File: src/rtl/lcdseq_pkg.sv
// Shared types, codes and tables for the character LCD nibble write sequencer.
package lcdseq_pkg;

  // Request codes carried on the input channel's tuser.
  localparam logic [2:0] OP_TICK   = 3'd0;
  localparam logic [2:0] OP_CMD    = 3'd1;
  localparam logic [2:0] OP_DATA   = 3'd2;
  localparam logic [2:0] OP_CURSOR = 3'd3;
  localparam logic [2:0] OP_INIT   = 3'd4;

  // Configuration register indexes.
  localparam logic [2:0] REG_PULSE      = 3'd0;
  localparam logic [2:0] REG_GAP        = 3'd1;
  localparam logic [2:0] REG_SETTLE     = 3'd2;
  localparam logic [2:0] REG_POWERUP    = 3'd3;
  localparam logic [2:0] REG_INIT_NIB   = 3'd4;
  localparam logic [2:0] REG_INIT_CMD   = 3'd5;

  // Timing registers as seen by the sequencer.
  typedef struct packed {
    logic [3:0] pulse_ticks;
    logic [3:0] gap_ticks;
    logic [3:0] settle_ticks;
    logic [9:0] powerup_ticks;
    logic [5:0] init_nibble_ticks;
    logic [3:0] init_cmd_ticks;
  } cfg_t;

  // Bus levels and status reported after each word.
  typedef struct packed {
    logic [3:0] data_nibble;
    logic       reg_select;
    logic       enable;
    logic       busy_res;
    logic       rejected;
  } res_t;

  // Command bytes of the init sequence, numbered from one.
  function automatic logic [7:0] init_cmd(input logic [2:0] step);
    logic [7:0] cmd;
    case (step)
      3'd1:    cmd = 8'h2C;
      3'd2:    cmd = 8'h2C;
      3'd3:    cmd = 8'h0F;
      3'd4:    cmd = 8'h01;
      3'd5:    cmd = 8'h06;
      default: cmd = 8'h00;
    endcase
    return cmd;
  endfunction

endpackage

File: src/rtl/lcdseq_cfg.sv
// APB-style register file holding the sequencer's timing settings.
module lcdseq_cfg (
  input  logic               clk,
  input  logic               rst_n,
  input  logic               cfg_psel,
  input  logic               cfg_penable,
  input  logic               cfg_pwrite,
  input  logic [4:0]         cfg_paddr,
  input  logic [31:0]        cfg_pwdata,
  output logic [31:0]        cfg_prdata,
  output logic               cfg_pready,
  output lcdseq_pkg::cfg_t   cfg
);
  import lcdseq_pkg::*;

  cfg_t       cfg_r;
  logic       wr_en;
  logic [2:0] reg_idx;

  assign cfg_pready = 1'b1;
  assign wr_en      = cfg_psel && cfg_penable && cfg_pwrite;
  assign reg_idx    = cfg_paddr[4:2];
  assign cfg        = cfg_r;

  // Register writes; the reset values match the display's datasheet defaults.
  always_ff @(posedge clk) begin
    if (!rst_n) begin
      cfg_r.pulse_ticks       <= 4'd1;
      cfg_r.gap_ticks         <= 4'd1;
      cfg_r.settle_ticks      <= 4'd2;
      cfg_r.powerup_ticks     <= 10'd100;
      cfg_r.init_nibble_ticks <= 6'd5;
      cfg_r.init_cmd_ticks    <= 4'd1;
    end else if (wr_en) begin
      unique case (reg_idx)
        REG_PULSE:    cfg_r.pulse_ticks       <= cfg_pwdata[3:0];
        REG_GAP:      cfg_r.gap_ticks         <= cfg_pwdata[3:0];
        REG_SETTLE:   cfg_r.settle_ticks      <= cfg_pwdata[3:0];
        REG_POWERUP:  cfg_r.powerup_ticks     <= cfg_pwdata[9:0];
        REG_INIT_NIB: cfg_r.init_nibble_ticks <= cfg_pwdata[5:0];
        REG_INIT_CMD: cfg_r.init_cmd_ticks    <= cfg_pwdata[3:0];
        default: ;
      endcase
    end
  end

  // Read-back mux.
  always_comb begin
    unique case (reg_idx)
      REG_PULSE:    cfg_prdata = {28'd0, cfg_r.pulse_ticks};
      REG_GAP:      cfg_prdata = {28'd0, cfg_r.gap_ticks};
      REG_SETTLE:   cfg_prdata = {28'd0, cfg_r.settle_ticks};
      REG_POWERUP:  cfg_prdata = {22'd0, cfg_r.powerup_ticks};
      REG_INIT_NIB: cfg_prdata = {26'd0, cfg_r.init_nibble_ticks};
      REG_INIT_CMD: cfg_prdata = {28'd0, cfg_r.init_cmd_ticks};
      default:      cfg_prdata = 32'd0;
    endcase
  end

endmodule

File: src/rtl/lcdseq_fsm.sv
// Bus sequencer: phase, delay counter and nibble state, advanced once per accepted word.
module lcdseq_fsm #(
  parameter int DELAY_COUNTER_BITS = 10
) (
  input  logic             clk,
  input  logic             rst_n,
  input  logic             accept,
  input  logic [2:0]       op,
  input  logic [7:0]       value,
  input  logic [2:0]       row,
  input  logic [3:0]       col,
  input  lcdseq_pkg::cfg_t cfg,
  output lcdseq_pkg::res_t res
);
  import lcdseq_pkg::*;

  localparam int CW = (DELAY_COUNTER_BITS > 10) ? DELAY_COUNTER_BITS : 10;
  localparam logic [CW-1:0] WAIT_MAX = CW'((1 << DELAY_COUNTER_BITS) - 1);

  localparam logic [3:0] PH_IDLE       = 4'd0;
  localparam logic [3:0] PH_HI_PULSE   = 4'd1;
  localparam logic [3:0] PH_HI_GAP     = 4'd2;
  localparam logic [3:0] PH_LO_PULSE   = 4'd3;
  localparam logic [3:0] PH_SETTLE     = 4'd4;
  localparam logic [3:0] PH_PWR_WAIT   = 4'd5;
  localparam logic [3:0] PH_WAKE_PULSE = 4'd6;
  localparam logic [3:0] PH_WAKE_WAIT  = 4'd7;
  localparam logic [3:0] PH_FOUR_PULSE = 4'd8;
  localparam logic [3:0] PH_FOUR_WAIT  = 4'd9;
  localparam logic [3:0] PH_CMD_WAIT   = 4'd10;

  logic [3:0]                    phase_r, phase_nxt;
  logic [DELAY_COUNTER_BITS-1:0] wait_r, wait_nxt;
  logic [7:0]                    byte_r, byte_nxt;
  logic                          rs_r, rs_nxt;
  logic [2:0]                    step_r, step_nxt;
  logic [3:0]                    nib_r, nib_nxt;
  logic                          en_r, en_nxt;
  logic                          busy;
  logic                          rej;
  logic [2:0]                    step_inc;
  logic [7:0]                    row_base;
  logic [3:0]                    col_eff;
  logic [7:0]                    cursor_addr;

  // A zero setting counts as one tick; long settings clip at the counter's top.
  function automatic logic [DELAY_COUNTER_BITS-1:0] load_wait(input logic [9:0] n);
    logic [CW-1:0] ext;
    ext = CW'(n);
    if (ext == '0) ext = CW'(1);
    if (ext > WAIT_MAX) ext = WAIT_MAX;
    return ext[DELAY_COUNTER_BITS-1:0];
  endfunction

  assign busy     = (phase_r != PH_IDLE);
  assign step_inc = step_r + 3'd1;

  // Cursor address: row base plus column, with the set-address bit on top.
  always_comb begin
    col_eff = col;
    case (row)
      3'd1:    row_base = 8'd0;
      3'd2:    row_base = 8'd64;
      3'd3:    row_base = 8'd16;
      3'd4:    row_base = 8'd80;
      default: begin
        row_base = 8'd0;
        col_eff  = 4'd0;
      end
    endcase
    cursor_addr = row_base + {4'd0, col_eff} + 8'd128;
  end

  // Next state for one word: a tick advances the timer or the phase, a request starts work.
  always_comb begin
    phase_nxt = phase_r;
    wait_nxt  = wait_r;
    byte_nxt  = byte_r;
    rs_nxt    = rs_r;
    step_nxt  = step_r;
    nib_nxt   = nib_r;
    en_nxt    = en_r;
    rej       = 1'b0;

    if (op == OP_TICK) begin
      if (busy && wait_r > DELAY_COUNTER_BITS'(1)) begin
        wait_nxt = wait_r - DELAY_COUNTER_BITS'(1);
      end else if (busy) begin
        unique case (phase_r)
          PH_HI_PULSE: begin
            en_nxt    = 1'b0;
            phase_nxt = PH_HI_GAP;
            wait_nxt  = load_wait({6'd0, cfg.gap_ticks});
          end
          PH_HI_GAP: begin
            nib_nxt   = byte_r[3:0];
            en_nxt    = 1'b1;
            phase_nxt = PH_LO_PULSE;
            wait_nxt  = load_wait({6'd0, cfg.pulse_ticks});
          end
          PH_LO_PULSE: begin
            en_nxt    = 1'b0;
            nib_nxt   = 4'd0;
            rs_nxt    = 1'b0;
            phase_nxt = PH_SETTLE;
            wait_nxt  = load_wait({6'd0, cfg.settle_ticks});
          end
          PH_SETTLE: begin
            if (step_r != 3'd0) begin
              phase_nxt = PH_CMD_WAIT;
              wait_nxt  = load_wait({6'd0, cfg.init_cmd_ticks});
            end else begin
              phase_nxt = PH_IDLE;
              wait_nxt  = '0;
            end
          end
          PH_PWR_WAIT: begin
            rs_nxt    = 1'b0;
            nib_nxt   = 4'd3;
            en_nxt    = 1'b1;
            phase_nxt = PH_WAKE_PULSE;
            wait_nxt  = load_wait(10'd1);
          end
          PH_WAKE_PULSE: begin
            en_nxt    = 1'b0;
            phase_nxt = PH_WAKE_WAIT;
            wait_nxt  = load_wait({4'd0, cfg.init_nibble_ticks});
          end
          PH_WAKE_WAIT: begin
            step_nxt = step_inc;
            en_nxt   = 1'b1;
            wait_nxt = load_wait(10'd1);
            if (step_inc < 3'd3) begin
              nib_nxt   = 4'd3;
              phase_nxt = PH_WAKE_PULSE;
            end else begin
              nib_nxt   = 4'd2;
              phase_nxt = PH_FOUR_PULSE;
            end
          end
          PH_FOUR_PULSE: begin
            en_nxt    = 1'b0;
            phase_nxt = PH_FOUR_WAIT;
            wait_nxt  = load_wait({6'd0, cfg.init_cmd_ticks});
          end
          PH_FOUR_WAIT: begin
            step_nxt  = 3'd1;
            byte_nxt  = init_cmd(3'd1);
            rs_nxt    = 1'b0;
            nib_nxt   = byte_nxt[7:4];
            en_nxt    = 1'b1;
            phase_nxt = PH_HI_PULSE;
            wait_nxt  = load_wait({6'd0, cfg.pulse_ticks});
          end
          PH_CMD_WAIT: begin
            if (step_inc >= 3'd1 && step_inc <= 3'd5) begin
              step_nxt  = step_inc;
              byte_nxt  = init_cmd(step_inc);
              rs_nxt    = 1'b0;
              nib_nxt   = byte_nxt[7:4];
              en_nxt    = 1'b1;
              phase_nxt = PH_HI_PULSE;
              wait_nxt  = load_wait({6'd0, cfg.pulse_ticks});
            end else begin
              step_nxt  = 3'd0;
              phase_nxt = PH_IDLE;
              wait_nxt  = '0;
            end
          end
          default: begin
            phase_nxt = PH_IDLE;
            wait_nxt  = '0;
          end
        endcase
      end
    end else if (op == OP_CMD || op == OP_DATA || op == OP_CURSOR || op == OP_INIT) begin
      if (busy) begin
        rej = 1'b1;
      end else if (op == OP_INIT) begin
        rs_nxt    = 1'b0;
        nib_nxt   = 4'd0;
        en_nxt    = 1'b0;
        step_nxt  = 3'd0;
        phase_nxt = PH_PWR_WAIT;
        wait_nxt  = load_wait(cfg.powerup_ticks);
      end else begin
        byte_nxt  = (op == OP_CURSOR) ? cursor_addr : value;
        rs_nxt    = (op == OP_DATA);
        nib_nxt   = byte_nxt[7:4];
        en_nxt    = 1'b1;
        phase_nxt = PH_HI_PULSE;
        wait_nxt  = load_wait({6'd0, cfg.pulse_ticks});
      end
    end
  end

  // Sequencer state, updated only when a word is taken.
  always_ff @(posedge clk) begin
    if (!rst_n) begin
      phase_r <= PH_IDLE;
      wait_r  <= '0;
      byte_r  <= 8'd0;
      rs_r    <= 1'b0;
      step_r  <= 3'd0;
      nib_r   <= 4'd0;
      en_r    <= 1'b0;
    end else if (accept) begin
      phase_r <= phase_nxt;
      wait_r  <= wait_nxt;
      byte_r  <= byte_nxt;
      rs_r    <= rs_nxt;
      step_r  <= step_nxt;
      nib_r   <= nib_nxt;
      en_r    <= en_nxt;
    end
  end

  // Bus levels after this word.
  assign res.data_nibble = nib_nxt;
  assign res.reg_select  = rs_nxt;
  assign res.enable      = en_nxt;
  assign res.busy_res    = (phase_nxt != PH_IDLE);
  assign res.rejected    = rej;

endmodule

File: src/rtl/char_lcd_nibble_write_sequencer.sv
// Top level of the character LCD 4-bit write sequencer with its result register.
//
// Usage: each input word carries a request code on in_tuser (tick, command
// byte, data byte, cursor move or init) and its operands on in_tdata. Ticks
// time every enable pulse and gap; requests start a byte or the power-up
// init sequence. Every accepted word yields exactly one output word with the
// D7..D4, RS, RW and EN levels after that word, a busy flag and a flag that
// marks a request dropped because a byte or init was still running.
// Latency: the result word is valid the cycle after its input word is taken.
// Throughput: one word per cycle; the next word is taken while a result
// waits, as long as the receiver takes the waiting result in that same cycle.
// Stall: while out_tready is low and a result is held, in_tready is low.
// Reset (rst_n low, synchronous): sequencer idle, all bus levels low, result
// register empty, timing registers at defaults. The user must write timing
// registers over the cfg_ APB port only while idle; the block does not check.
module char_lcd_nibble_write_sequencer #(
  parameter int DELAY_COUNTER_BITS = 10
) (
  input  logic        clk,
  input  logic        rst_n,
  // Input words.
  input  logic        in_tvalid,
  output logic        in_tready,
  input  logic [15:0] in_tdata,  // value[7:0], row[10:8], col[14:11], zero[15]
  input  logic [2:0]  in_tuser,  // op[2:0]
  // Result words.
  output logic        out_tvalid,
  input  logic        out_tready,
  output logic [15:0] out_tdata, // data_nibble[3:0], reg_select[4], read_write[5],
                                 // enable[6], busy_res[7], rejected[8], zero[15:9]
  // Configuration port.
  input  logic        cfg_psel,
  input  logic        cfg_penable,
  input  logic        cfg_pwrite,
  input  logic [4:0]  cfg_paddr,
  input  logic [31:0] cfg_pwdata,
  output logic [31:0] cfg_prdata,
  output logic        cfg_pready
);
  import lcdseq_pkg::*;

  cfg_t  cfg;
  res_t  res;
  res_t  res_r;
  logic  out_tvalid_r;
  logic  accept;

  assign in_tready = !out_tvalid_r || out_tready;
  assign accept    = in_tvalid && in_tready;

  lcdseq_cfg u_cfg (
    .clk         (clk),
    .rst_n       (rst_n),
    .cfg_psel    (cfg_psel),
    .cfg_penable (cfg_penable),
    .cfg_pwrite  (cfg_pwrite),
    .cfg_paddr   (cfg_paddr),
    .cfg_pwdata  (cfg_pwdata),
    .cfg_prdata  (cfg_prdata),
    .cfg_pready  (cfg_pready),
    .cfg         (cfg)
  );

  lcdseq_fsm #(
    .DELAY_COUNTER_BITS (DELAY_COUNTER_BITS)
  ) u_fsm (
    .clk    (clk),
    .rst_n  (rst_n),
    .accept (accept),
    .op     (in_tuser),
    .value  (in_tdata[7:0]),
    .row    (in_tdata[10:8]),
    .col    (in_tdata[14:11]),
    .cfg    (cfg),
    .res    (res)
  );

  // Result register: filled on accept, emptied when the receiver takes it.
  always_ff @(posedge clk) begin
    if (!rst_n) begin
      out_tvalid_r <= 1'b0;
    end else if (accept) begin
      out_tvalid_r <= 1'b1;
    end else if (out_tready) begin
      out_tvalid_r <= 1'b0;
    end
  end

  always_ff @(posedge clk) begin
    if (accept) begin
      res_r <= res;
    end
  end

  assign out_tvalid = out_tvalid_r;
  assign out_tdata  = {7'd0, res_r.rejected, res_r.busy_res, res_r.enable, 1'b0,
                       res_r.reg_select, res_r.data_nibble};

  // A dropped request only happens while a sequence runs, and that sequence goes on.
  a_reject_busy: assert property (@(posedge clk) disable iff (!rst_n)
    out_tvalid_r && res_r.rejected |-> res_r.busy_res)
    else $error("rejected word reported while idle");

  // Enable is only ever strobed as part of a running byte or init sequence.
  a_enable_busy: assert property (@(posedge clk) disable iff (!rst_n)
    out_tvalid_r && res_r.enable |-> res_r.busy_res)
    else $error("enable high while idle");

  // An idle bus rests with data, RS and enable low.
  a_idle_quiet: assert property (@(posedge clk) disable iff (!rst_n)
    out_tvalid_r && !res_r.busy_res |->
      res_r.data_nibble == 4'd0 && !res_r.reg_select && !res_r.enable)
    else $error("bus not quiet while idle");

endmodule
File: config.mk
export PLATFORM = sky130hd
export DESIGN_NAME = char_lcd_nibble_write_sequencer
export DESIGN_NICKNAME = d
export VERILOG_FILES = /design/src/rtl/lcdseq_pkg.sv /design/src/rtl/lcdseq_cfg.sv /design/src/rtl/lcdseq_fsm.sv /design/src/rtl/char_lcd_nibble_write_sequencer.sv
export SDC_FILE = /design/constraint.sdc
export NUM_CORES = 1
export LEC_CHECK = 0
export ABC_AREA = 1
export BUFFER_PORTS_ARGS = -buffer_cell sky130_fd_sc_hd__buf_2
export CELL_PAD_IN_SITES_DETAIL_PLACEMENT = 1
export CELL_PAD_IN_SITES_GLOBAL_PLACEMENT = 1
export CORE_MARGIN = 8
export CORE_UTILIZATION = 36
export CTS_BUF_LIST = sky130_fd_sc_hd__clkbuf_8
export DETAILED_ROUTE_END_ITERATION = 7
export PLACE_DENSITY = 0.88
export SYNTH_ARGS = -nofsm -noshare
export SYNTH_HDL_FRONTEND = slang
export SYNTH_SLANG_ARGS = --single-unit
File: constraint.sdc
create_clock -name clk -period 4.65 [get_ports clk]
set_clock_uncertainty 0.2 [all_clocks]
set_input_delay 0.2325 -clock clk [delete_from_list [all_inputs] [get_ports clk]]
set_output_delay 0.2325 -clock clk [all_outputs]
set_load 0.03 [all_outputs]
* Yosys cells after proc, flatten, opt, wreduce, memory -nomap -nowiden *
Cells that the tools add are included.

operators by class
  add/subtract/negate cells = 4
  magnitude comparators = 14
  eq/ne operators = 36
  muxes and demuxes = 126
  bitwise gates (word level) = 1
  reductions and logical operators = 40

operators with widths
  kind                                                                    number
  10-bit 2-to-1 mux                                                       61
  4-bit 2-to-1 mux                                                        26
  10-bit > comparator (second input constant)                             10
  10-bit case mux with 9 select lines                                     1
  10-bit case mux with 6 select lines                                     1
  4-bit case mux with 10 select lines                                     1
  3-bit by 2-bit equality test with 1-bit output (second input constant)  8
  3-bit 2-to-1 mux                                                        8
  4-bit case mux with 6 select lines                                      1
  6-bit case mux with 4 select lines                                      1
  7-bit case mux with 3 select lines                                      1
  1-bit 2-to-1 mux                                                        19
  3-bit equality test (second input constant)                             6
  4-bit by 3-bit equality test with 1-bit output (second input constant)  4
  4-bit logical NOT                                                       4
  3-bit by 1-bit equality test with 1-bit output (second input constant)  4
  4-bit equality test (second input constant)                             3
  2-bit AND reduction                                                     6
  4-bit OR reduction                                                      3
  10-bit by 1-bit > comparator with 1-bit output (second input constant)  1
  10-bit logical NOT                                                      1
  10-bit by 1-bit subtractor with 10-bit output (second input constant)   1
  3-bit case mux with 3 select lines                                      1
  7-bit by 4-bit adder with 8-bit output                                  1
  31 further kinds                                                        48

storage, ports and cells
  register bits after elaboration = 68
  word-level logic and storage cells = 240

* Logic depth before layout (Yosys ltp) *
Gate-level depths: netlist of run 1.

  word-level depth = 15
  gate-level depth with buffers = 13
  depth with buffers taken out = 13

* Modules after synthesis *
A second synthesis of run 1 with hierarchy kept.

second synthesis, totals
  cell total of the unflattened synthesis = 786
  area total of the unflattened synthesis = 4890.9 sq um

by module, submodules not included
  module                           times used  cells an instance  area each (sq um)  seq. area each (sq um)
  lcdseq_fsm                       1           480                2732.6             540.5
  lcdseq_cfg                       1           282                1803.0             640.6
  char_lcd_nibble_write_sequencer  1           24                 355.3              260.2

* Worst setup path after synthesis of run 1 *
Ideal clock, no wire load.

  path type = register to register
  start = register out_tvalid_r (netlist: out_tvalid)
  end = register res_r (netlist bit out_tdata[0]), enable pin
  setup time = 375 ps
  data arrival time = 1567 ps
  required time = 4075 ps
  slack = 2508 ps
  stages on the path, launching flop included = 5
  buffers on the path = 1
  period minus slack after synthesis = 2142 ps
  cell sequence = dfxtp_1 -> nand2_1 -> nand2_1 -> inv_1 -> clkbuf_1

on the way
  word-level cells in the longest chain between the ends = 3

ends and longest elaborated chain
  element                   RTL line                               RTL
  start: declaration        char_lcd_nibble_write_sequencer.sv:45  logic out_tvalid_r;
  start signal: assignment  char_lcd_nibble_write_sequencer.sv:81  out_tvalid_r <= 1'b0;
  start signal: assignment  char_lcd_nibble_write_sequencer.sv:83  out_tvalid_r <= 1'b1;
  start signal: assignment  char_lcd_nibble_write_sequencer.sv:85  out_tvalid_r <= 1'b0;
  1-bit logical NOT         char_lcd_nibble_write_sequencer.sv:48  assign in_tready = !out_tvalid_r || out_tready;
  1-bit logical OR          char_lcd_nibble_write_sequencer.sv:48
  net in_tready             char_lcd_nibble_write_sequencer.sv:23  output logic in_tready,
  1-bit logical AND         char_lcd_nibble_write_sequencer.sv:49  assign accept = in_tvalid && in_tready;
  net accept                char_lcd_nibble_write_sequencer.sv:46  logic accept;
  end signal: assignment    char_lcd_nibble_write_sequencer.sv:91  res_r <= res;
  end: declaration          char_lcd_nibble_write_sequencer.sv:44  res_t res_r;

The timed path passes the listed nets, and every way through them passes these cells.
A chain may end at the register's enable or synchronous reset.

==> results of run 1 <==
[worst max-delay path: cells and delay by family, from the launching register on]
kind / cells / cell delay (ns)
AO/OA/AOI/OAI: 2 / 0.54
adder cells (fa/ha/maj): 1 / 0.36
buffers and inverters: 2 / 0.20
flip-flops: 1 / 0.47
AND/OR/NAND/NOR: 3 / 0.45
[per-stage QoR]
step / instance area (µm²) / util, %
floorplan: 4616 / -
global placement: 4838 / 38.97
detailed placement: 4838 / 38.97
CTS: 5146 / 41.45
global route: 5146 / 41.45
finish: 5146 / 41.45
[path summary, 6_finish.rpt]
path | start | endpoint | slack (ns) | cells past startpoint
setup / recovery | u_fsm.step_r[0] | out_tdata[7] | 2.15 | 8
hold / removal | in_tdata[3] | u_fsm.byte_r[3] | 0.05 | 5
hold reg to reg | u_cfg.cfg[18] | u_cfg.cfg[18] | 0.32 | 2
setup reg to reg | u_fsm.step_r[0] | out_tdata[7] | 2.15 | 8
[sequential cells by signal, indices dropped and copies added (netlist names)]
| signal | count |
|---|---|
| out_tdata | 8 |
| out_tvalid | 1 |
| u_cfg.cfg | 32 |
| u_fsm.byte_r | 4 |
| u_fsm.en_r | 1 |
| u_fsm.nib_r | 4 |
| u_fsm.phase_r | 4 |
| u_fsm.rs_r | 1 |
| u_fsm.step_r | 3 |
| u_fsm.wait_r | 10 |
[cell usage after synthesis (2+ instances only)]
library cell and instances:
o22ai_1 7, o21ai_1 21, nor3_2 3, nor2_4 5, a21o_1 2, conb_1 2, clkbuf_1 5, a31oi_1 2
buf_2 3, o211ai_1 11, a21oi_1 64, dfxtp_1 60, ha_1 8, nand2_2 6, xor2_1 4, inv_1 80
nor2_1 74, inv_2 15, o2111ai_1 4, nand3_1 40, a221oi_1 2, edfxtp_1 8, nand2_1 142, nor3_1 7
nor2_2 5, o21ai_0 48, clkinv_1 2, xnor2_1 3, buf_4 32, nand4_1 6, nand2_4 2, o21a_1 2
[cell families after synthesis]
kind of cell,count (synthesis),synth area share (%)
adder cells (fa/ha/maj),8,2.221
AND/OR/NAND/NOR,296,29.68
AO/OA/AOI/OAI,166,20.21
other,2,0.1666
buffers and inverters,139,14.38
flip-flops,68,31.98
XOR/XNOR,7,1.360
[power by group through the flow]
| stage | Combinational, mW | Clock (mW) | Sequential, mW |
|---|---|---|---|
| final | 0.395 | 0.517 | 0.652 |
| after global routing | 0.439 | 0.551 | 0.655 |
| after CTS | 0.396 | 0.531 | 0.651 |
| after detailed placement | 0.385 | 0 | 0.665 |
| after global placement | 0.375 | 0 | 0.663 |
| after floorplan | 0.290 | 0 | 0.676 |
[area by class of cell]
cell class,instances,area [µm²],share of cell area [%]
multi-input combinational,508,2526,49.09
clock inverter,7,73.82,1.434
timing repair buffer,68,395.4,7.683
sequential,68,1441,28.01
clock buffer,9,123.9,2.407
tap,172,215.2,4.182
inverter,98,370.4,7.197
[routing by layer]
metal / vias to the layer above / track usage (%)
li1: 2314 / -
met1: 2215 / 20.44
met2: 99 / 31.46
met3: 18 / 4.617
met4: 0 / 6.154
met5: - / 0
==> impl_metrics.json, run 1 <==
{
  "power.density_nw_per_um2": 303.8,
  "final_common_cell": "nand2_1",
  "core_area_um2": 12410,
  "yosys_register_bits": 68,
  "drt-pass1-iter-count": 4,
  "async_flop_share_pct": 0,
  "grt_util_all_layers_pct": 17.86,
  "syn-mean-instance-area_um2": 6.570,
  "vias": 4646,
  "routed_via_density": 4.996,
  "cts.htree.levels": 3,
  "synth_top_area_share_pct": 26.65,
  "max_freq_ghz": 0.3994,
  "worstSkewPairLatency_ns": 0.38,
  "final_cell_mix": "142 x nand2_1, 80 x inv_1, 74 x nor2_1",
  "finalHoldViolCount": 0,
  "wl_met1_um": 6466,
  "dp.final_hpwl_um": 10740,
  "finalCritPeriodShare_pct": 53.85,
  "drt.antenna.violating_nets": 0,
  "cts_sinks": 68,
  "totalPowerFinal_mw": 1.563,
  "rsz0062_at_grt": "no",
  "drc": 0,
  "die_h_um": 127.9,
  "dp.cells": 903,
  "clockBufferDepth": 2,
  "rows": 41,
  "p_switching_mw": 0.5682,
  "setup_violations": 0,
  "post-place-ws_ns": 2.178,
  "synth_top_area_cell": "dfxtp_1",
  "hold_slack_ns": 0.04793,
  "p_comb_share_pct": 25.3,
  "slew_headroom_pct": 38.63,
  "layout-drive-gt1-share_pct": 15.30,
  "internal_power_mw": 0.9951,
  "grt_max_degree": 53,
  "die_area_um2": 16360,
  "cts.repair.resized": 0,
  "met2WireLength_um": 7019,
  "root_buffer": "clkbuf_8",
  "cts_made_buffers": 9,
  "period_needed_ns": 2.504,
  "drv_slew": 0,
  "ys.flop_type": "dfxtp_1",
  "post_cts_buffers": 0,
  "hp-class": "in2reg",
  "fin_ws_ns": 2.146,
  "synthTopCellsByArea": "dfxtp_1 27%, nand2_1 12%, a21oi_1 7.1%, inv_1 6.7%, nor2_1 6.2%",
  "initial_core_util_pct": 36.30,
  "antenna_found_initial": 0,
  "dr_wl_met3_um": 588,
  "endpoint_kind": "flop",
  "fill_cells": 1690,
  "routabilityCongestion": 0.8916,
  "clockPowerShare_pct": 33.1,
  "wl_per_cell_um": 15.37,
  "layoutNonFillerInstCount": 930,
  "path_cells": "inv_1, ha_1, inv_1, o21ai_0, nor2_1, o21a_1, nor2_1, nand4_1",
  "clk_pin_slew_worst_paths_ns": 0.09,
  "finalSetupTns_ns": 0,
  "synth_cells": 686,
  "synth_edf_count": 8,
  "cp_data_required_time_ns": 4.54,
  "syn-cell-area_um2": 4507,
  "drt_iter0_markers": 182,
  "num_io_pins": 114,
  "criticalPathCategory": "reg2reg",
  "cp_max_fo": 7,
  "ys_types": 43,
  "grt_pass1_vias": 4929,
  "layout.nets": 824,
  "yosys_warnings": 0,
  "max_stage_delay_ns": 0.47,
  "critPathSlowestCell": "dfxtp_1",
  "syn2layout_area_growth_pct": 14.19,
  "status": "finished, final reports clean",
  "postCtsHoldBufs": 11,
  "switching_share_pct": 36.35,
  "routed.top_layer": "met4",
  "power_frac_seq_pct": 41.7,
  "overflow": 0,
  "portBuffers": 57,
  "diodes": 0,
  "critPathArrivalTime_ns": 2.39,
  "chipWidth_um": 127.9,
  "cts_tree": "built",
  "grt_pass1_wl_um": 23560,
  "worst_pin_slew_ns": 0.9206,
  "leakage_nw": 2.386,
  "peakVddDrop_mv": 0.2116,
  "yosysSeqAreaShare_pct": 31.98,
  "max_cap_viol_count": 0,
  "cp-start-kind": "flop",
  "routed_wl_um": 14290
}
Note: power is estimated with default switching activity, not from simulation.
==> run 2, diff against run 1 <==
Settings changed: ABC_AREA 1 to 0, PLACE_DENSITY 0.88 to 0.85.
Clock period 4.65 ns to 2.54 ns, I/O delays scaled along.
==> run 2 against run 1 <==
- sequential power rose by 78%
- first-iteration DRC count grew 150%
- design area rose by 9.9%
- clock power is 140% higher
- wire length up 19%
- utilization up 3.2 points
- largest power group is now the clock network
- clock-buffer cell count grew 1
- combinational power is 82% higher
==> impl_metrics.json, run 2 <==
{
  "dp.cells": 819,
  "diodes": 0,
  "num_io_pins": 114,
  "cp_data_required_time_ns": 2.60,
  "synth_top_area_cell": "dfxtp_1",
  "clockBufferDepth": 2,
  "timing.rr.end": "u_fsm.en_r",
  "cts.htree.levels": 3,
  "yosysSeqAreaShare_pct": 30.69,
  "synth_top_area_share_pct": 25.57,
  "criticalPathCategory": "reg2reg",
  "yosys_warnings": 0,
  "drv_slew": 0,
  "ys_types": 77,
  "utilization_pct": 44.65,
  "clk_pin_slew_worst_paths_ns": 0.08,
  "cp-start-kind": "flop",
  "stdcell_area_um2": 5658,
  "syn-cell-area_um2": 4697,
  "cp_max_fo": 4,
  "chipWidth_um": 130.2,
  "routed_wl_um": 17000,
  "die_h_um": 130.2,
  "fill_cells": 1549,
  "max_freq_ghz": 0.4046,
  "synth_common_cells": "70 x nand2_1, 60 x dfxtp_1, 60 x nor2_1",
  "peakVddDrop_mv": 0.2323,
  "grtUsageMet2_pct": 33.76,
  "leakage_nw": 2.308,
  "grt_pass1_vias": 5112,
  "place_area_um2": 5147,
  "power.density_nw_per_um2": 555.9,
  "critPathArrivalTime_ns": 2.54,
  "worstSkewPairLatency_ns": 0.38,
  "setup_violations": 0,
  "routabilityCongestion": 0.8665,
  "finalSetupTns_ns": 0,
  "ys.flop_type": "dfxtp_1",
  "slew_headroom_pct": 50.36,
  "r2r_slack_ns": 0.07,
  "syn-mean-instance-area_um2": 7.855,
  "overflow": 0,
  "finalHoldViolCount": 0,
  "max_cap_viol_count": 0,
  "rows": 41,
  "syn2layout_area_growth_pct": 20.46,
  "routed_via_density": 5.768,
  "synth_edf_count": 8,
  "grt_util_met3_pct": 2.530,
  "antenna_found_initial": 0,
  "period_needed_ns": 2.472,
  "post-place-ws_ns": -0.08784,
  "cts_tree": "built",
  "grt_util_all_layers_pct": 19.69,
  "final_cell_mix": "70 x nand2_1, 60 x nor2_1, 59 x dfxtp_1",
  "die_area_um2": 16960,
  "cts_made_buffers": 9,
  "drt_iter0_markers": 451,
  "layout.nets": 749,
  "vias": 4932,
  "drt-pass1-iter-count": 5,
  "layoutNonFillerInstCount": 855,
  "rsz0062_at_grt": "yes",
  "busiest_layer": "met2",
  "dp.final_hpwl_um": 11720,
  "hp-class": "in2reg",
  "layout-drive-gt1-share_pct": 21.23,
  "synth_cells": 598,
  "async_flop_share_pct": 0,
  "r2r_cells": 9,
  "grt_use_met1_pct": 23.75,
  "yosys.cell_count.top_type": "nand2_1",
  "cts_sinks": 68,
  "finalCritPeriodShare_pct": 97.30,
  "yosys_register_bits": 68,
  "initial_core_util_pct": 37.07,
  "grt_max_degree": 31,
  "fin_ws_ns": 0.06849,
  "wl_per_cell_um": 19.88,
  "largest_register_ffs": 32,
  "status": "finished, final reports clean",
  "grt_pass1_wl_um": 26600,
  "root_buffer": "clkbuf_8",
  "synthTopCellsByArea": "dfxtp_1 26%, mux2i_1 6.2%, nand2_1 5.6%, buf_4 5.1%, edfxtp_1 5.1%",
  "worstHoldStart": "rst_n",
  "hold_depth": 3,
  "final_common_cell": "nand2_1",
  "drt.antenna.violating_nets": 0,
  "worst_pin_slew_ns": 0.7419,
  "holdPathEnd": "u_fsm.nib_r[2]",
  "portBuffers": 57,
  "drc": 0,
  "core_area_um2": 12670,
  "endpoint_kind": "flop",
  "r2r-start": "u_fsm.step_r[0]"
}
==> run 2: changes by cell type in the layout (fill, tap and decap cells not counted), sizes merged, moves of 9 or more <==
cell    previous run  this run
inv               99        18
buf               57        91
a22oi              0         9
nand2            150        70
and3               0        12
nor2              85        62
o21ai             69        41
a21oi             65        43
mux2i              0        29
nand3             42        24
nand2b             0         9
==> run 2: cells by family (layout without fill, tap and decap cells) <==
family	count (synthesis)	in the layout	share of synthesized area, %
AO/OA/AOI/OAI	157	157	22.27
XOR/XNOR	6	6	1.279
adder cells (fa/ha/maj)	9	9	2.371
buffers and inverters	86	142	10.04
flip-flops	68	68	30.69
multiplexers	38	38	8.578
other	2	31	0.1599
AND/OR/NAND/NOR	232	232	24.61
==> run 2: per-layer routing <==
| metal | vias up | routed length (µm) |
|---|---|---|
| met5 | - | 0 |
| met4 | 0 | 540 |
| met3 | 52 | 715 |
| met2 | 166 | 8466 |
| met1 | 2452 | 7278 |
| li1 | 2262 | - |
==> run 2: power breakdown <==
part	switching [mW]	internal (mW)
logic	0.469	0.251
registers	0.0307	1.13
clock network	0.484	0.781
total	0.984	2.16
==> run 2: area by class of cell <==
| type | instances | area [µm²] | share of cell area, % |
|---|---|---|---|
| inverter | 18 | 67.56 | 1.194 |
| multi-input combinational | 473 | 2934 | 51.86 |
| clock inverter | 6 | 133.9 | 2.366 |
| tap | 172 | 215.2 | 3.804 |
| sequential | 68 | 1443 | 25.50 |
| timing repair buffer | 108 | 726.9 | 12.85 |
| clock buffer | 10 | 137.6 | 2.433 |
==> run 2: worst max-delay path by stage <==
| stage | depth (start not counted) | end | from | slack [ns] |
|---|---|---|---|---|
| finish | 9 | u_fsm.en_r | u_fsm.step_r[0] | 0.07 |
| floorplan | 8 | out_tdata[0] | u_fsm.step_r[0] | 0.002 |
| detailed placement | 9 | u_fsm.en_r | u_fsm.step_r[1] | -0.09 |
| CTS | 8 | out_tdata[0] | u_fsm.step_r[1] | 0.007 |
| global route | 10 | u_fsm.nib_r[1] | u_fsm.step_r[0] | -0.01 |
| global placement | 9 | u_fsm.en_r | u_fsm.step_r[1] | 0.10 |
==> run 2: critical path, cell delays in order (launching register included) <==
cell     delay [ns]
dfxtp_1        0.37
inv_1          0.09
ha_1           0.32
nor2b_2        0.15
xor2_1         0.11
buf_4          0.17
nor4_1         0.38
o41ai_2        0.13
o311a_1        0.18
a31o_2         0.26
==> run 2: metrics by stage <==
stage	hold WS, ns	power, mW
3_3_place_gp	0.1529	1.814
6_report	0.03232	3.145
3_5_place_dp	0.1542	1.845
4_1_cts	0.02170	3.107
5_1_grt	0.05505	3.241
2_1_floorplan	0.05097	1.680
==> run 2: repair_timing <==
| item | in CTS | in global routing |
|---|---|---|
| cloned | 0 | 0 |
| setup buffers | 0 | 3 |
| endpoints found under the setup margin | 4 | 18 |
| hold buffers | 17 | 0 |
| pin swaps | 3 | 2 |
| gates resized for setup | 2 | 9 |
| hold endpoints to repair | 36 | 0 |
==> run 3, diff against run 2 <==
--- a/config.mk
+++ b/config.mk
@@ -11,8 +11,8 @@
 export CELL_PAD_IN_SITES_GLOBAL_PLACEMENT = 1
 export CORE_MARGIN = 8
-export CORE_UTILIZATION = 36
+export CORE_UTILIZATION = 30
 export CTS_BUF_LIST = sky130_fd_sc_hd__clkbuf_8
 export DETAILED_ROUTE_END_ITERATION = 7
-export PLACE_DENSITY = 0.85
+export PLACE_DENSITY = 0.74
 export SYNTH_ARGS = -nofsm -noshare
 export SYNTH_HDL_FRONTEND = slang
--- a/constraint.sdc
+++ b/constraint.sdc
@@ -3,3 +3,3 @@
 set_input_delay 0.127 -clock clk [delete_from_list [all_inputs] [get_ports clk]]
 set_output_delay 0.127 -clock clk [all_outputs]
-set_load 0.03 [all_outputs]
+set_load 0.005 [all_outputs]
==> run 3 against run 2 <==
- via count down 3.0%
- non-clock buffer count unchanged
- utilization down 7.6 points
- register-to-register slack better by 0.02 ns
- largest cell class unchanged
==> impl_metrics.json, run 3 (same netlist as run 2, synthesis figures left out) <==
{
  "status": "finished, final reports clean",
  "diodes": 0,
  "drt_iter0_markers": 359,
  "vias": 4784,
  "switching_share_pct": 30.54,
  "grt_pass1_wl_um": 25750,
  "cp-start-kind": "flop",
  "rsz0062_at_grt": "yes",
  "initial_core_util_pct": 30.78,
  "routed_wl_um": 15990,
  "grtUsageMet2_pct": 27.57,
  "routabilityCongestion": 0.9191,
  "core_area_um2": 15260,
  "cp_data_required_time_ns": 2.65,
  "fill_cells": 1854,
  "slew_headroom_pct": 51.48,
  "cts_made_buffers": 9,
  "internal_power_mw": 1.957,
  "routed_via_density": 5.351,
  "totalPowerFinal_mw": 2.818,
  "cts_tree": "built",
  "leakage_nw": 2.292,
  "layout-drive-gt1-share_pct": 21.08,
  "max_freq_ghz": 0.4081,
  "final_common_cell": "nand2_1",
  "cts.htree.levels": 3,
  "drt-pass1-iter-count": 5,
  "worstSkewPairLatency_ns": 0.36,
  "power.density_nw_per_um2": 499.0,
  "rows": 45,
  "wl_per_cell_um": 17.89,
  "p_switching_mw": 0.8607,
  "peakVddDrop_mv": 0.3029,
  "dp.cells": 861,
  "cts_sinks": 68,
  "utilization_pct": 37.01,
  "largest_register_ffs": 32,
  "grt_util_met3_pct": 2.161,
  "overflow": 0,
  "final_cell_mix": "70 x nand2_1, 60 x nor2_1, 58 x dfxtp_1",
  "finalHoldViolCount": 0,
  "grt_util_all_layers_pct": 15.72,
  "drt.antenna.violating_nets": 0,
  "antenna_found_initial": 0,
  "busiest_layer": "met2",
  "power_frac_seq_pct": 41.2,
  "max_cap_viol_count": 0,
  "syn2layout_area_growth_pct": 20.22,
  "clk_pin_slew_worst_paths_ns": 0.08,
  "hp-class": "in2reg",
  "die_h_um": 141.1,
  "finalCritPeriodShare_pct": 96.47,
  "num_io_pins": 114,
  "grt_pass1_vias": 4993,
  "layoutNonFillerInstCount": 894,
  "die_area_um2": 19920,
  "clockPowerShare_pct": 37.1,
  "cp_max_fo": 4,
  "p_comb_share_pct": 21.7,
  "worst_pin_slew_ns": 0.7252,
  "grt_use_met1_pct": 19.30,
  "period_needed_ns": 2.450,
  "endpoint_kind": "flop",
  "finalSetupTns_ns": 0,
  "clockBufferDepth": 2,
  "dp.final_hpwl_um": 11730,
  "setup_violations": 0,
  "chipWidth_um": 141.1,
  "critPathArrivalTime_ns": 2.56,
  "post_cts_buffers": 0,
  "drv_slew": 0,
  "root_buffer": "clkbuf_8",
  "grt_max_degree": 31,
  "layout.nets": 749,
  "criticalPathCategory": "reg2reg",
  "hold_slack_ns": 0.01206,
  "drc": 0,
  "portBuffers": 57
}
[run 3: what timing repair did]
action,in CTS,in global routing
hold buffers,17,0
hold endpoints to repair,36,0
pin swaps,2,1
endpoints found under the setup margin,1,12
gates resized for setup,1,8
[run 3: worst max-delay path: stages (launching register included)]
cell,delay [ns]
dfxtp_1,0.36
inv_1,0.09
ha_1,0.33
nor2b_2,0.16
xor2_1,0.20
buf_4,0.16
nor4_1,0.06
o41ai_2,0.39
o311a_1,0.29
a31o_2,0.16
[run 3: per-stage QoR]
step / worst slack [ns] / cell area (µm²)
after floorplan: 0.001718 / 4806
after global placement: 0.06109 / 5219
after detailed placement: 0.02053 / 5219
after CTS: 0.005436 / 5615
after global routing: -0.02427 / 5647
final: 0.08954 / 5647
[run 3: power groups by stage]
stage	Combinational (mW)	Sequential, mW	Clock [mW]
floorplan	0.413	1.18	0
global placement	0.556	1.18	0
detailed placement	0.576	1.18	0
CTS	0.600	1.16	1.06
global route	0.667	1.16	1.10
finish	0.612	1.16	1.05
[run 3: layout make-up]
type / instances / area (µm²) / share of cell area, %
Multi-Input combinational cell: 473 / 2923 / 51.76
Sequential cell: 68 / 1444 / 25.57
Timing Repair Buffer: 108 / 723.2 / 12.81
Tap cell: 211 / 264.0 / 4.675
Clock buffer: 10 / 137.6 / 2.437
Clock inverter: 6 / 87.58 / 1.551
Inverter: 18 / 67.56 / 1.197
[run 3: layer usage]
metal | vias up | wire length (µm) | part of all wire (%)
met5 | - | 0 | 0
li1 | 2263 | - | -
met1 | 2365 | 6984 | 44
met4 | 0 | 314 | 2.0
met3 | 26 | 665 | 4.2
met2 | 130 | 8029 | 50
[run 3: worst paths after layout]
path	from	endpoint	slack, ns	depth (start not counted)
worst max-delay path	u_fsm.step_r[0]	u_fsm.en_r	0.09	9
worst min-delay path	in_tdata[13]	u_fsm.byte_r[2]	0.01	5
worst max register to register	u_fsm.step_r[0]	u_fsm.en_r	0.09	9
worst min register to register	u_cfg.cfg[10]	u_cfg.cfg[10]	0.30	2
